===== src/design/tlm_ram.sv =====
module tlm_ram #(
    parameter int WIDTH = 8,
    parameter int DEPTH = 256
) (
    input  logic                                   clk,
    input  logic                                   we,
    input  logic [(DEPTH > 1 ? $clog2(DEPTH) : 1)-1:0] waddr,
    input  logic [WIDTH-1:0]                       wdata,
    input  logic [(DEPTH > 1 ? $clog2(DEPTH) : 1)-1:0] raddr,
    output logic [WIDTH-1:0]                       rdata
);

    logic [WIDTH-1:0] mem [DEPTH];

    always_ff @(posedge clk)
    begin
        if (we)
        begin
            mem[waddr] <= wdata;
        end
        rdata <= mem[raddr];
    end

endmodule


===== config.mk =====
export PLATFORM = sky130hd
export DESIGN_NAME = tlm_ram
export DESIGN_NICKNAME = d
export VERILOG_FILES = /design/src/design/tlm_ram.sv
export SDC_FILE = /design/constraint.sdc
export NUM_CORES = 2
export LEC_CHECK = 0
export BUFFER_PORTS_ARGS = -buffer_cell sky130_fd_sc_hd__buf_2
export CAP_MARGIN = 5
export CORE_MARGIN = 2
export CORE_UTILIZATION = 40
export CTS_BUF_LIST = sky130_fd_sc_hd__clkbuf_16
export CTS_CLUSTER_DIAMETER = 120
export CTS_CLUSTER_SIZE = 30
export DETAILED_ROUTE_END_ITERATION = 8
export GPL_TIMING_DRIVEN = 0
export PLACE_DENSITY = 0.55
export REMOVE_ABC_BUFFERS = 1
export SYNTH_ARGS = -nofsm -noshare
export SYNTH_HDL_FRONTEND = slang
export SYNTH_SLANG_ARGS = --single-unit

===== constraint.sdc =====
create_clock -name clk -period 2.3 [get_ports clk]
set_clock_uncertainty 0.15 [all_clocks]
set_input_delay 0.46 -clock clk [delete_from_list [all_inputs] [get_ports clk]]
set_output_delay 0.46 -clock clk [all_outputs]
set_load 0.02 [all_outputs]

Yosys cells after proc, flatten, opt, wreduce, memory -nomap -nowiden. Memories as Yosys holds them, arrays and structs flattened. A register that Yosys moved wholly into a read port is not among the register bits. Cells that the tools add are included.

Logic and storage cells: 3. Register bits after elaboration: 0. RAM bits: 2048. Input bits: 26. Memories kept: 1.

Multiplexer cells: 2.

Memories: mem (depth 256, width 8, read ports 1, clocked after memory_dff 1, write ports 1, RTL line 13) `logic [WIDTH-1:0] mem [DEPTH];`.

Operators with widths (count): $mux 1 (2).

Longest topological paths before layout.
Word-level depth: 2. Mapped depth: 11. Mapped depth without buffers: 6.

Worst setup path before layout. No wires, ideal clock.

Path kind: input to register. From: input raddr[0] in the netlist's numbering. To: register rdata[2] (read register of mem). Required time: 2019 ps. Library setup time: 131 ps. Data arrival time: 2267 ps. Cell stages on the path: 9. Slack: -248 ps. Path through: buf_6 buf_12 buf_8 buf_2 mux4_2 a22oi_1 a21oi_1 nor4_1 nor4_2.

RTL lines: start, declared (RTL line 9) `input logic [(DEPTH > 1 ? $clog2(DEPTH) : 1)-1:0] raddr,`; end, declared (RTL line 10) `output logic [WIDTH-1:0] rdata`.

==> metrics.csv <==
metric;value;unit
status;finished with violations;
violations;negative setup slack;
cts-root-buf;clkbuf_16;
finalPower;63800;uW
grt_pass1_wl;296000;um
rsz0062_at_grt;true;
cap_violations;0;
die_area;202000;um2
cpMostUsedCell;buf_16;
min_period;2.64;ns
h-tree-depth;3;
routed_wl;211000;um
fp.dieW;450;um
yosysTopAreaCell;edfxtp_1;
clock.fmax;378;MHz
slowest_delay;0.58;ns
grt_pass1_vias;38003;
worst-path-max-fanout;7;
std_cell_rows;163;
crit_type;primary input to flip-flop;
core-area;197000;um2
power.density;716;nW/um2
max_slew_margin;30.5;%
syn_to_final_growth;12.1;%
netlist_top_cells_area;edfxtp_1, mux4_2, mux2i_1;
antenna_found_initial;5;
irDropWorstVdd;0.000615;V
cts_buffers;79;
ant_nets;0;
drt_iter0_markers;4290;
ys_ff_latch;2056;
final_cell_mix;edfxtp_1, mux4_2, nor2_2;
grt-ovfl-total;0;
initial_utilization;40.3;%
required;2.78;ns
syn_area;79600;um2
cp-end-kind;flip-flop;
hold_slack;0.107;ns
hold_class;primary input to flip-flop;
portBuffers;33;
synth_warnings;0;
avgRoutedWirePerCell;32.6;um
slowest_stage;nor4_4;
path_cells;buf_16 > buf_16 > buf_16 > buf_16 > buf_16 > mux4_2 > mux4_2 > nor2b_4 > nor4_4 > nor4_4;
worstMarginPinSlew;1.04;ns
dr.pass1.iters;5;
cts_tree;yes;
chipHeight;450;um
clkTransAtPathRegs;0.11;ns
critPathLaunchType;primary input;
fin_area;89200;um2
synth_ff_type;edfxtp_1;
final_layout_size_suffix_gt1_share;29.5;%
avgSynthCellArea;21.3;um2
p_leak;0.0266;uW
setup_viol;304;
drc_errors;0;
yosys.area.top_type_share;77.3;%
final_util;45.2;%
gp_congestion;0.765;
synth_edf_count;2048;
vias;38060;
worst_slack;-0.344;ns
clk_latency;0.78;ns
worstPathArrival;3.12;ns
hold_viol;0;
viasPerCell;5.88;
ys_types;55;
boundaryPins;34;
dp_hpwl;119000;um
place_area;83400;um2
grt_usage;20.5;%
drv_slew;0;
finalCritPeriodShare;115;%
cts_buffer_depth;3;
layout_commonest_cell;edfxtp_1;
cts.sinks;2056;
syn_inst;3733;
place_ws;-3.74;ns
finish.net_count;3830;
grt_max_degree;148;
yosysSeqAreaShare;77.5;%
async_flop_share;0;%
## logic make-up (layout without fill, tap and decap cells)
group | after synthesis | in the layout | share of synthesized area (%)
flip-flops | 2056 | 2056 | 77.5
multiplexers | 591 | 591 | 14.6
AND/OR/NAND/NOR | 466 | 468 | 2.63
AO/OA/AOI/OAI | 385 | 385 | 3.42
buffers and inverters | 235 | 330 | 1.83
other | 0 | 4 | 0
## worst max-delay path: cells and delay by family
family	cells	cell delay [ns]
buf+inv	5	0.65
mux	2	1.10
simple gates	3	0.86
## synthesized netlist by cell type, types with 31 or more instances
library cell and count:
edfxtp_1 2048, mux4_2 454, nor2_1 282, mux2i_1 134
a22oi_1 133, clkbuf_1 111, a21oi_1 96, o221ai_1 46
nand3_1 34, nand2_1 33, buf_2 31, nor2b_1 31
## final timing paths
path | start | endpoint | slack, ns | cells after the start
worst min register to register | mem[61][0] | rdata[0] | 1.02 | 6
worst max-delay path | raddr[0] | rdata[7] | -0.34 | 10
worst max register to register | mem[87][7] | rdata[7] | -0.27 | 5
worst min-delay path | wdata[1] | mem[76][1] | 0.11 | 1
## metrics by stage
stage,cells,setup TNS (ns)
after CTS,6441,-95.55
after detailed placement,6242,-2199.70
final,6474,-25.67
after floorplan,3500,-5.42
after global routing,6473,-12.98
after global placement,6173,-
## state kept, by name, summed over array words and instances (netlist names)
signal,cells
mem,2048
rdata,8
## final cells by class
type	count	area, um2
clock buffer	80	2000
inverter	2	20.0
multi-input combinational	1444	18100
tap	2640	3300
clock inverter	27	229
fill	16646	108000
timing repair buffer	221	3830
sequential	2056	61700
antenna	4	10.0
## where the power goes
group          switching, uW  internal (uW)
sequential              27.9          41200
clock                  11300           6590
combinational           2910           1770
## layer usage
layer | vias to the layer above | part of all wire [%] | global-route usage [%] | wire length [um]
met4 | 0 | 2.0 | 4.10 | 4310
met3 | 187 | 5.5 | 2.45 | 11700
met5 | - | 0 | 0 | 0
li1 | 15715 | - | - | -
met2 | 1248 | 50 | 34.2 | 106000
met1 | 20910 | 42 | 29.2 | 89300
## timing repair
action | in CTS | in global routing
pin swaps | 30 | 29
setup buffers | 55 | 22
resized for setup | 284 | 153
hold endpoints to repair | 102 | 0
hold buffers | 3 | 0
gates cloned | 34 | 7
endpoints found under the setup margin | 1946 | 1029
No activity file was read; power rests on OpenSTA's default activity.
