--- src/design/tlm_pkg.sv ---
package tlm_pkg;

    localparam logic [3:0] OP_START     = 4'd0;
    localparam logic [3:0] OP_STOP      = 4'd1;
    localparam logic [3:0] OP_WAKEUP    = 4'd2;
    localparam logic [3:0] OP_SWITCH_IN = 4'd3;
    localparam logic [3:0] OP_SWITCH_OUT = 4'd4;
    localparam logic [3:0] OP_TSLEEP    = 4'd5;
    localparam logic [3:0] OP_IRQ_ENTRY = 4'd6;
    localparam logic [3:0] OP_IRQ_EXIT  = 4'd7;
    localparam logic [3:0] OP_SET_BOUND = 4'd8;
    localparam logic [3:0] OP_READ      = 4'd9;

    localparam logic [1:0] MET_LATENCY  = 2'd0;
    localparam logic [1:0] MET_RESPONSE = 2'd1;
    localparam logic [1:0] MET_CYCLE    = 2'd2;
    localparam logic [1:0] MET_HANDLER  = 2'd3;

    localparam logic [1:0] CAUSE_NONE  = 2'd0;
    localparam logic [1:0] CAUSE_TIMER = 2'd1;
    localparam logic [1:0] CAUSE_OTHER = 2'd2;

    localparam logic signed [63:0] SIGNED64_MAX = 64'sh7fff_ffff_ffff_ffff;

    typedef struct packed {
        logic signed [63:0] min_v;
        logic signed [63:0] max_v;
        logic signed [63:0] bound;
        logic [31:0]        tally;
    } stat_t;

    typedef stat_t [3:0] stat_row_t;

    typedef struct packed {
        logic        active;
        logic [31:0] gen;
        logic [62:0] pending;
        logic [62:0] run_wake;
        logic [1:0]  next_cause;
        logic [1:0]  prev_cause;
        logic [62:0] cyc_start;
        logic        cyc_open;
        logic [62:0] irq_entry;
    } slot_t;

    typedef struct packed {
        logic               status;
        logic               measured;
        logic [1:0]         metric;
        logic signed [63:0] interval;
        logic               violated;
        logic signed [63:0] min_v;
        logic signed [63:0] max_v;
        logic [31:0]        vcount;
        logic [31:0]        gen;
        logic               last;
    } res_t;

endpackage

--- src/design/tlm_stat_upd.sv ---
module tlm_stat_upd
    import tlm_pkg::*;
(
    input  logic               en,
    input  logic signed [63:0] iv,
    input  stat_t              st_in,
    output stat_t              st_out,
    output logic               vio
);

    always_comb
    begin
        st_out = st_in;
        vio    = 1'b0;
        if (en)
        begin
            if (iv > st_in.max_v)
            begin
                st_out.max_v = iv;
            end
            if (iv < st_in.min_v)
            begin
                st_out.min_v = iv;
            end
            if (iv > st_in.bound)
            begin
                st_out.tally = st_in.tally + 32'd1;
                vio          = 1'b1;
            end
        end
    end

endmodule

--- config.mk ---
export PLATFORM = sky130hd
export DESIGN_NAME = tlm_stat_upd
export DESIGN_NICKNAME = d
export VERILOG_FILES = /design/src/design/tlm_pkg.sv /design/src/design/tlm_stat_upd.sv
export SDC_FILE = /design/constraint.sdc
export NUM_CORES = 1
export LEC_CHECK = 0
export ABC_AREA = 1
export BUFFER_PORTS_ARGS = -buffer_cell sky130_fd_sc_hd__buf_2
export CAP_MARGIN = 20
export CORE_AREA = 2 2 201 203
export DETAILED_ROUTE_END_ITERATION = 6
export DIE_AREA = 0 0 203 205
export PLACE_DENSITY = 0.56
export SYNTH_ARGS = -nofsm -noshare
export SYNTH_HDL_FRONTEND = slang
export SYNTH_SLANG_ARGS = --single-unit
--- constraint.sdc ---
create_clock -name vclk -period 3
set_input_delay 0.6 -clock vclk [all_inputs]
set_output_delay 0.6 -clock vclk [all_outputs]
set_load 0.005 [all_outputs]
## Word level (Yosys, flattened, before mapping)

Index checks and enable logic that the tools add are counted.

- Add/subtract/negate cells: 1
- Muxes and demuxes: 7
- $lt $le $gt $ge: 3

Operators by type and width:

| operator | count |
|---|---|
| $gt A64 B64 Y1 | 2 |
| $mux W128 | 1 |
| $mux W64 | 2 |
| $lt A64 B64 Y1 | 1 |
| $mux W32 | 2 |
| $add A32 B1 Y32 const B | 1 |
| $mux W1 | 2 |

- Output and inout bits: 225
- Word-level logic and storage cells: 11
- Input port bits: 289
- Register bits after elaboration: 0

## Depth between registers and ports, before layout

Gate-level depths: netlist (run 1).

- Word-level depth: 3
- Gate-level depth with buffers: 21

## Worst setup path after synthesis (run 1)

Ideal clock, no wire load.

- Kind: in2out
- Start: in st_in[213] (netlist name)
- End: out st_out[193] (netlist name)
- Slack: 121 ps
- Cell stages on the path: 14
- Path buffers: 1
- Data arrival time: 2279 ps
- Path through: inv_1 > ha_1 > a21oi_1 > nor2_1 > a211oi_1 > nand2_1 > nand2_1 > o21ai_1 > nor2_1 > nand2_1 > nand2_2 > clkbuf_1 > nand4_1 > nand2_1

RTL lines:

| element | RTL line | RTL |
|---|---|---|
| from (decl) | tlm_stat_upd.sv:6 | `input stat_t st_in,` |
| to (decl) | tlm_stat_upd.sv:7 | `output stat_t st_out,` |

==> flow_metrics.env, run 1 <==
export IMPL_status="complete, but fails checks"
export IMPL_violations="negative setup slack"
export IMPL_crit_path_end_kind="output port"
export IMPL_vdd_drop_max_mv=0.08878
export IMPL_coreArea_um2=39370
export IMPL_dpl_hpwl_um=38550
export IMPL_port_buffers=514
export IMPL_ys_types=32
export IMPL_grt_remaining_overflow=0
export IMPL_cap_violations=0
export IMPL_tightest_slew_ns=0.4795
export IMPL_final_util_pct=43.62
export IMPL_drv_slew=0
export IMPL_wire_per_inst_um=19.11
export IMPL_synth_top_area_share_pct=28.15
export IMPL_drt_wl_total_um=52220
export IMPL_slowest_delay_ns=0.25
export IMPL_vias=13080
export IMPL_power_leakage_nw=9.291
export IMPL_syn_mean_instance_area_um2=5.571
export IMPL_crit_required_ns=2.40
export IMPL_grt_pass1_vias=12370
export IMPL_ctsHoldBuffers=0
export IMPL_viasPerCell=4.786
export IMPL_worstHoldPathCells=2
export IMPL_grt_pass1_wl_um=71480
export IMPL_cp_top_family="compound AO/OA/AOI/OAI gates"
export IMPL_regArea_um2=0
export IMPL_start_util_pct=21.68
export IMPL_drc_errors=0
export IMPL_io_pins=514
export IMPL_cpMostUsedCell="a21oi_1"
export IMPL_min_from="st_in[90]"
export IMPL_postRouteAntennaNets=0
export IMPL_synth_nets=2013
export IMPL_finalHoldViolCount=0
export IMPL_drive_gt1_share_pct=55.60
export IMPL_slowest_stage="ha_4"
export IMPL_yosys_area_top_type="ha_1"
export IMPL_nets=2688
export IMPL_power_density_nw_per_um2=192.5
export IMPL_first_iter_violations=731
export IMPL_yosysWarningCount=0
export IMPL_route_met3_wl_um=2943
export IMPL_wl_met1_um=22070
export IMPL_crit_path_start_kind="input port"
export IMPL_wl_met2_um=25720
export IMPL_synth_seq_area_share_pct=0
export IMPL_crit_chain="buf_4 -> ha_4 -> a21oi_1 -> o21ai_0 -> a21oi_1 -> nand2_2 -> a21oi_4 -> nand2_4 -> nand2_8 -> nand3_4 -> buf_6 -> o21ai_2 -> nand2_1 -> buf_2"
export IMPL_fin_tns_setup_ns=-60.89
export IMPL_rsz0062_at_grt="yes"
export IMPL_die_area_um2=41620
export IMPL_gp_congestion=0.9269
export IMPL_fill_cells=4018
export IMPL_crit_buf_inv=3
export IMPL_whs_endpoint="st_out[90]"
export IMPL_cp_max_fo=5
export IMPL_n_clock_buffer=0
export IMPL_critical_path_class="input port to output port"
export IMPL_period_needed_ns=3.436
export IMPL_layout_setup_ws_ns=-0.4364
export IMPL_period_share_pct=114.5
export IMPL_syn_area_um2=8534
export IMPL_fmax_mhz=291.0
export IMPL_grtUsageTotal_pct=22.15
export IMPL_seq_cell_count=0
export IMPL_min_path_type="input port to output port"
export IMPL_mostFrequentLayoutCells="450 x buf_2, 302 x nand2_1, 251 x inv_1, 186 x buf_4, 117 x nand2_2"
export IMPL_top_layer="met5"
export IMPL_ys_top_cells_by_area="ha_1 28%, nand2_1 21%, inv_1 12%"
export IMPL_grt_max_degree=67
export IMPL_antenna_found_initial=5
export IMPL_die_w_um=203
export IMPL_max_slew_margin_pct=67.74
export IMPL_worstPathArrival_ns=2.84
export IMPL_std_cell_rows=73
export IMPL_synth_cells=1532
export IMPL_first_pass_iters=5
export IMPL_final_common_cell="buf_2"
export IMPL_finalSetupViolations=161
export IMPL_syn_to_final_growth_pct=101.2
export IMPL_die_h_um=205
-- metal layers --
layer	vias to the layer above	global-route usage (%)
met4	6	3.597
met5	-	0
met3	84	1.973
met2	535	39.93
li1	6312	-
met1	6139	28.96
-- synth_stat cells (2+ instances only) --
library cell and count:
nand3_1 101, nor3_1 23, ha_1 192, nor4_1 7, nand3b_1 3, nor2_1 61
a21o_1 3, nand3_4 3, nand2_1 474, buf_2 30, inv_1 282, nand2_2 5
xor2_1 2, o21a_1 9, o211ai_1 3, a21oi_1 95, buf_4 69, nand4_1 97
a31oi_1 3, nand3_2 5, clkbuf_1 11, xnor2_1 4, o21ai_0 40, nor2_2 2
-- layout make-up --
cell class / count / area, um2 / area share [%]
tap: 525 / 656.9 / 3.825
timing repair buffer: 782 / 5883 / 34.26
multi-input combinational: 1140 / 9544 / 55.58
antenna: 2 / 5.005 / 0.02915
inverter: 283 / 1082 / 6.303
-- what timing repair did --
item	4_1_cts	5_1_grt
pin swaps	75	149
setup buffers	23	27
resized for setup	242	490
gates cloned	15	11
endpoints found under the setup margin	161	161
-- worst max path at each step --
stage | from | end | cells past startpoint
finish | iv[43] | st_out[3] | 14
global route | st_in[189] | st_out[219] | 16
CTS | iv[28] | st_out[220] | 19
detailed placement | iv[47] | st_out[29] | 16
global placement | iv[47] | st_out[29] | 16
floorplan | st_in[213] | st_out[193] | 14
-- metrics by stage --
step / instance area, um2 / hold WS (ns) / std cells / power, mW / worst slack (ns)
floorplan: 8534 / 1.260 / 1532 / 1.057 / 0.1208
global placement: 12840 / 1.385 / 2666 / 2.208 / -0.7871
global route: 17170 / 1.388 / 2732 / 3.569 / -0.6080
finish: 17170 / 1.381 / 2732 / 3.306 / -0.4364
detailed placement: 12840 / 1.383 / 2666 / 2.233 / -0.7966
CTS: 14550 / 1.382 / 2701 / 2.738 / -0.4961
-- cells by family (layout without fill, tap and decap cells) --
| kind of cell | after synthesis | count (layout) | share of synthesized area [%] |
|---|---|---|---|
| AND/OR/NAND/NOR | 784 | 785 | 40.70 |
| other | 0 | 2 | 0 |
| adder cells (fa/ha/maj) | 192 | 192 | 28.15 |
| XOR/XNOR | 6 | 6 | 0.6157 |
| buffers and inverters | 393 | 1065 | 20.76 |
| AO/OA/AOI/OAI | 157 | 157 | 9.779 |
-- where the power goes --
part	switching (mW)	leakage [nW]	internal [mW]
combinational	1.74	9.29	1.57
clock	0	0.0000127	0.0000000893
sequential	0	0	0
total	1.74	9.29	1.57
(Power assumes the default switching activity.)
==> run 2: changes to the inputs <==
ABC_AREA = default   (was 1)
PLACE_DENSITY = 0.54   (was 0.56)
==> run 2 against run 1 <==
  * The flow still finishes with violations (negative setup slack)
  * Highest routed layer unchanged
  * Utilization fell by 5.5 points
  * Wire length is 28% lower
  * Global-route usage down 6.2 points
  * Synthesized cell count fell by 35%
  * Hold slack improved by 0.0025 ns
  * Largest cell class unchanged
  * Cell count shrank 20%
  * Synthesized area is 10% lower
==> flow_metrics.env, run 2 <==
export IMPL_crit_path_end_kind="output port"
export IMPL_gp_congestion=0.8679
export IMPL_synth_common_cells="201 x inv_1, 192 x ha_1, 83 x mux2_1"
export IMPL_critical_path_class="input port to output port"
export IMPL_grt_pass1_wl_um=52250
export IMPL_drive_gt1_share_pct=63.72
export IMPL_port_buffers=514
export IMPL_postRouteAntennaNets=0
export IMPL_finalSetupViolations=161
export IMPL_syn_to_final_growth_pct=95.84
export IMPL_start_util_pct=19.48
export IMPL_synth_top_area_share_pct=31.33
export IMPL_die_area_um2=41620
export IMPL_ys_top_cells_by_area="ha_1 31%, mux2_1 12%, inv_1 9.8%"
export IMPL_synth_seq_area_share_pct=0
export IMPL_vdd_drop_max_mv=0.09440
export IMPL_ys_types=52
export IMPL_synth_nets=1471
export IMPL_wire_per_inst_um=17.29
export IMPL_rsz0062_at_grt="yes"
export IMPL_final_common_cell="buf_2"
export IMPL_die_w_um=203
export IMPL_nets=2137
export IMPL_grt_remaining_overflow=0
export IMPL_regArea_um2=0
export IMPL_cap_violations=0
export IMPL_mostFrequentLayoutCells="381 x buf_2, 203 x buf_4, 176 x inv_1, 145 x ha_1, 130 x mux2_4"
export IMPL_drv_slew=0
export IMPL_p_seq_share_pct=0
export IMPL_coreArea_um2=39370
export IMPL_synth_cells=990
export IMPL_slowest_stage="a2111oi_4"
export IMPL_power_density_nw_per_um2=174.3
export IMPL_crit_chain="buf_2 -> ha_1 -> nand4_1 -> nor4_4 -> buf_4 -> o2111ai_4 -> a31oi_4 -> a221oi_4 -> a2111oi_4 -> or3_4 -> nand3_4 -> buf_12 -> clkbuf_16 -> mux2_4 -> buf_6"
export IMPL_n_clock_buffer=0
export IMPL_power_frac_comb_pct=100.0
export IMPL_crit_required_ns=2.40
export IMPL_drt_wl_total_um=37690
export IMPL_std_cell_rows=73
export IMPL_grtUsageTotal_pct=15.98
export IMPL_status="complete, but fails checks"
export IMPL_first_pass_iters=6
export IMPL_fmax_mhz=237.0
export IMPL_crit_path_start_kind="input port"
export IMPL_seq_cell_count=0
export IMPL_first_iter_violations=289
export IMPL_dpl_hpwl_um=32500
export IMPL_min_path_type="input port to output port"
export IMPL_slowest_delay_ns=0.45
export IMPL_swShare_pct=42.54
export IMPL_cp_max_fo=6
export IMPL_syn_mean_instance_area_um2=7.745
export IMPL_worstPathArrival_ns=3.62
export IMPL_max_slew_margin_pct=51.50
export IMPL_drc_errors=0
export IMPL_yosys_area_top_type="ha_1"
export IMPL_grt_pass1_vias=9567
export IMPL_clockPowerShare_pct=0
export IMPL_tightest_slew_ns=0.7208
export IMPL_die_h_um=205
export IMPL_finalHoldViolCount=0
export IMPL_period_share_pct=140.6
export IMPL_violations="negative setup slack"
export IMPL_period_needed_ns=4.219
export IMPL_total_power_mw=2.617
export IMPL_fin_tns_setup_ns=-176.80
export IMPL_vias=9537
export IMPL_p_switching_mw=1.113
export IMPL_yosysWarningCount=0
export IMPL_synth_most_common_cell="inv_1"
export IMPL_io_pins=514
export IMPL_viasPerCell=4.375
export IMPL_internal_power_mw=1.503
export IMPL_layout_setup_ws_ns=-1.219
export IMPL_ctsHoldBuffers=0
export IMPL_antenna_found_initial=2
export IMPL_power_leakage_nw=8.265
export IMPL_final_util_pct=38.14
export IMPL_grt_max_degree=17
export IMPL_syn_area_um2=7667
run 2: cell families (layout without fill, tap and decap cells):
kind of cell / after synthesis / after routing / share of synthesized area, %
compound gates: 162 / 162 / 13.38
mux: 131 / 133 / 19.34
simple gates: 194 / 194 / 14.43
buf+inv: 279 / 941 / 17.87
xor+xnor: 32 / 32 / 3.655
fa+ha+maj: 192 / 192 / 31.33
other cells: 0 / 1 / 0
run 2: final timing paths:
check / startpoint / endpoint / slack, ns / depth (start not counted)
worst max-delay path: iv[29] / st_out[179] / -1.22 / 15
worst min-delay path: st_in[65] / st_out[65] / 1.38 / 2
run 2: layout make-up:
class	count	area [um2]
diodes	1	2.502
fillers	3996	24350
inverters	201	824.5
multi-input cells	713	8075
well taps	525	656.9
repair buffers	740	5456
run 2: repair_timing:
item,in CTS,in global routing
endpoints found under the setup margin,161,161
pin swaps,21,24
buffers inserted,3,9
resized for setup,87,212
gates cloned,1,7
run 2: worst max-delay path, delay by kind of cell:
family	cells	cell delay, ns
AO/OA/AOI/OAI	4	0.85
buffers and inverters	5	0.80
AND/OR/NAND/NOR	4	0.72
adder cells (fa/ha/maj)	1	0.32
multiplexers	1	0.30
run 2: per-stage QoR:
step           cell area (um2)  hold slack, ns  cells  setup slack [ns]
6_report                 15020           1.383   2180            -1.219
5_1_grt                  15020           1.393   2180            -1.360
4_1_cts                  13680           1.385   2166            -1.355
3_5_place_dp             13170           1.384   2162            -1.784
3_3_place_gp             13170           1.385   2161            -1.765
2_1_floorplan             8915           1.242    990           -0.5297
run 2: per-layer routing:
| layer | vias to the layer above | share of wire, % | track usage (%) | routed length [um] |
|---|---|---|---|---|
| li1 | 4769 | - | - | - |
| met1 | 4374 | 41 | 18.98 | 15390 |
| met2 | 354 | 52 | 31.38 | 19690 |
| met3 | 38 | 4.9 | 1.177 | 1855 |
| met4 | 2 | 2.0 | 2.711 | 742 |
| met5 | - | 0.034 | 0 | 13 |
run 2: power by group through the flow:
stage                     sequential [mW]  combinational (mW)     clock, mW
after detailed placement                0                2.14             0
after global placement                  0                2.13             0
after floorplan                         0                1.13             0
final                                   0                2.62  0.0000000446
after CTS                               0                2.27             0
after global routing                    0                2.84  0.0000000446
==> run 3: changes to the inputs <==
PLACE_DENSITY = 0.52   (was 0.54)
clock period = 4.8 ns   (was 3 ns; I/O delays follow)
==> run 3 against run 2 <==
  * Non-clock buffer count down 12
  * Utilization increased by 0.44 points
  * Critical path depth is 3 higher
  * Design area increased by 1.1%
  * Flip-flop and latch count unchanged
  * Wire length increased by 9.8%
  * Global-route usage rose by 2.6 points
  * Hold slack better by 0.71 ns
  * Total power decreased by 33%
  * First-iteration DRC count is 11% higher
  * The run still ends with negative setup slack left
==> flow_metrics.env, run 3 (same netlist as run 2, synthesis figures left out) <==
export IMPL_p_switching_mw=0.7475
export IMPL_mostFrequentLayoutCells="367 x buf_2, 188 x inv_1, 164 x buf_6, 156 x buf_4, 144 x ha_1"
export IMPL_coreArea_um2=39370
export IMPL_critical_path_class="input port to output port"
export IMPL_regArea_um2=0
export IMPL_internal_power_mw=0.9979
export IMPL_total_power_mw=1.745
export IMPL_first_iter_violations=322
export IMPL_crit_path_start_kind="input port"
export IMPL_dp_cells=2125
export IMPL_worst_hold_slack_ns=2.094
export IMPL_min_from="st_in[94]"
export IMPL_period_share_pct=104.5
export IMPL_drv_slew=0
export IMPL_nets=2125
export IMPL_grt_pass1_vias=10150
export IMPL_fin_tns_setup_ns=-17.24
export IMPL_grt_pass1_wl_um=59570
export IMPL_vdd_drop_max_mv=0.06641
export IMPL_die_h_um=205
export IMPL_fin_cells=2167
export IMPL_period_needed_ns=5.015
export IMPL_status="complete, but fails checks"
export IMPL_violations="negative setup slack"
export IMPL_vias=9712
export IMPL_cap_violations=0
export IMPL_viasPerCell=4.482
export IMPL_antenna_found_initial=0
export IMPL_swShare_pct=42.83
export IMPL_port_buffers=514
export IMPL_rsz0062_at_grt="yes"
export IMPL_grtUsageTotal_pct=18.55
export IMPL_cp_max_fo=4
export IMPL_startpoint="iv[46]"
export IMPL_grt_max_degree=10
export IMPL_worstPathArrival_ns=4.05
export IMPL_io_pins=514
export IMPL_n_clock_buffer=0
export IMPL_power_density_nw_per_um2=114.9
export IMPL_design_area_um2=15190
export IMPL_whs_endpoint="st_out[94]"
export IMPL_first_pass_iters=5
export IMPL_clockPowerShare_pct=0
export IMPL_power_frac_comb_pct=100.0
export IMPL_postRouteAntennaNets=0
export IMPL_crit_path_end_kind="output port"
export IMPL_drc_errors=0
export IMPL_drt_wl_total_um=41380
export IMPL_wire_per_inst_um=19.10
export IMPL_syn_to_final_growth_pct=98.07
export IMPL_final_util_pct=38.58
export IMPL_tightest_slew_ns=0.7943
export IMPL_finalSetupViolations=150
export IMPL_start_util_pct=19.48
export IMPL_min_path_type="input port to output port"
export IMPL_std_cell_rows=73
export IMPL_max_slew_margin_pct=46.56
export IMPL_p_seq_share_pct=0
export IMPL_final_common_cell="buf_2"
export IMPL_gp_congestion=0.9559
export IMPL_fmax_mhz=199.4
export IMPL_crit_required_ns=3.84
export IMPL_power_leakage_nw=8.259
export IMPL_pre_cts_slack_ns=-1.100
export IMPL_layout_setup_ws_ns=-0.2148
export IMPL_diodes=0
export IMPL_grt_remaining_overflow=0
export IMPL_dpl_cell_area_um2=11700
export IMPL_drive_gt1_share_pct=62.73
export IMPL_die_area_um2=41620
export IMPL_die_w_um=203
export IMPL_dpl_hpwl_um=33050
export IMPL_worstHoldPathCells=2
export IMPL_seq_cell_count=0
export IMPL_finalHoldViolCount=0
run 3: changes by cell type in the layout (fill, tap and decap cells not counted), sizes merged:
| cell | delta |
|---|---|
| diode | -1 |
| clkbuf | -3 |
| buf | -9 |
run 3: timing repair:
action	4_1_cts	5_1_grt
endpoints found under the setup margin	161	160
hold buffers	0	0
setup buffers	31	5
gates cloned	14	2
pin swaps	83	43
resized for setup	480	85
run 3: worst max-delay path by stage:
stage | cells after the start | end | slack [ns]
3_5_place_dp | 15 | st_out[181] | -1.10
6_report | 18 | st_out[218] | -0.21
2_1_floorplan | 12 | st_out[150] | 0.36
5_1_grt | 19 | st_out[171] | -0.35
3_3_place_gp | 14 | st_out[193] | -1.64
4_1_cts | 16 | st_out[23] | -0.22
run 3: cell type report:
| type | count | area (um2) |
|---|---|---|
| Fill cell | 3976 | 24180 |
| Multi-Input combinational cell | 713 | 8063 |
| Timing Repair Buffer | 728 | 5698 |
| Tap cell | 525 | 656.9 |
| Inverter | 201 | 769.5 |
run 3: power by group through the flow:
stage               Combinational, mW  Clock (mW)  Sequential (mW)
floorplan                       0.552           0                0
detailed placement               1.15           0                0
CTS                              1.68           0                0
global route                     1.87           0                0
global placement                 1.14           0                0
finish                           1.75           0                0
run 3: routing by layer:
layer,up-vias,track usage (%),wire length [um]
met3,65,0.9386,1581
met1,4516,22.67,17350
met4,0,5.292,1379
met5,-,0,0
li1,4745,-,-
met2,386,34.94,21070
run 3: worst max-delay path: stages:
cell and delay, ns:
buf_2 0.14, buf_4 0.15, ha_1 0.31, nand2_1 0.13, nor3_4 0.06, buf_4 0.14
buf_4 0.14, and2_4 0.14, a221oi_4 0.35, a2111oi_4 0.12, or3_4 0.41, nand3_4 0.11
buf_12 0.13, buf_12 0.11, buf_6 0.10, buf_6 0.11, mux2_4 0.30, buf_6 0.11
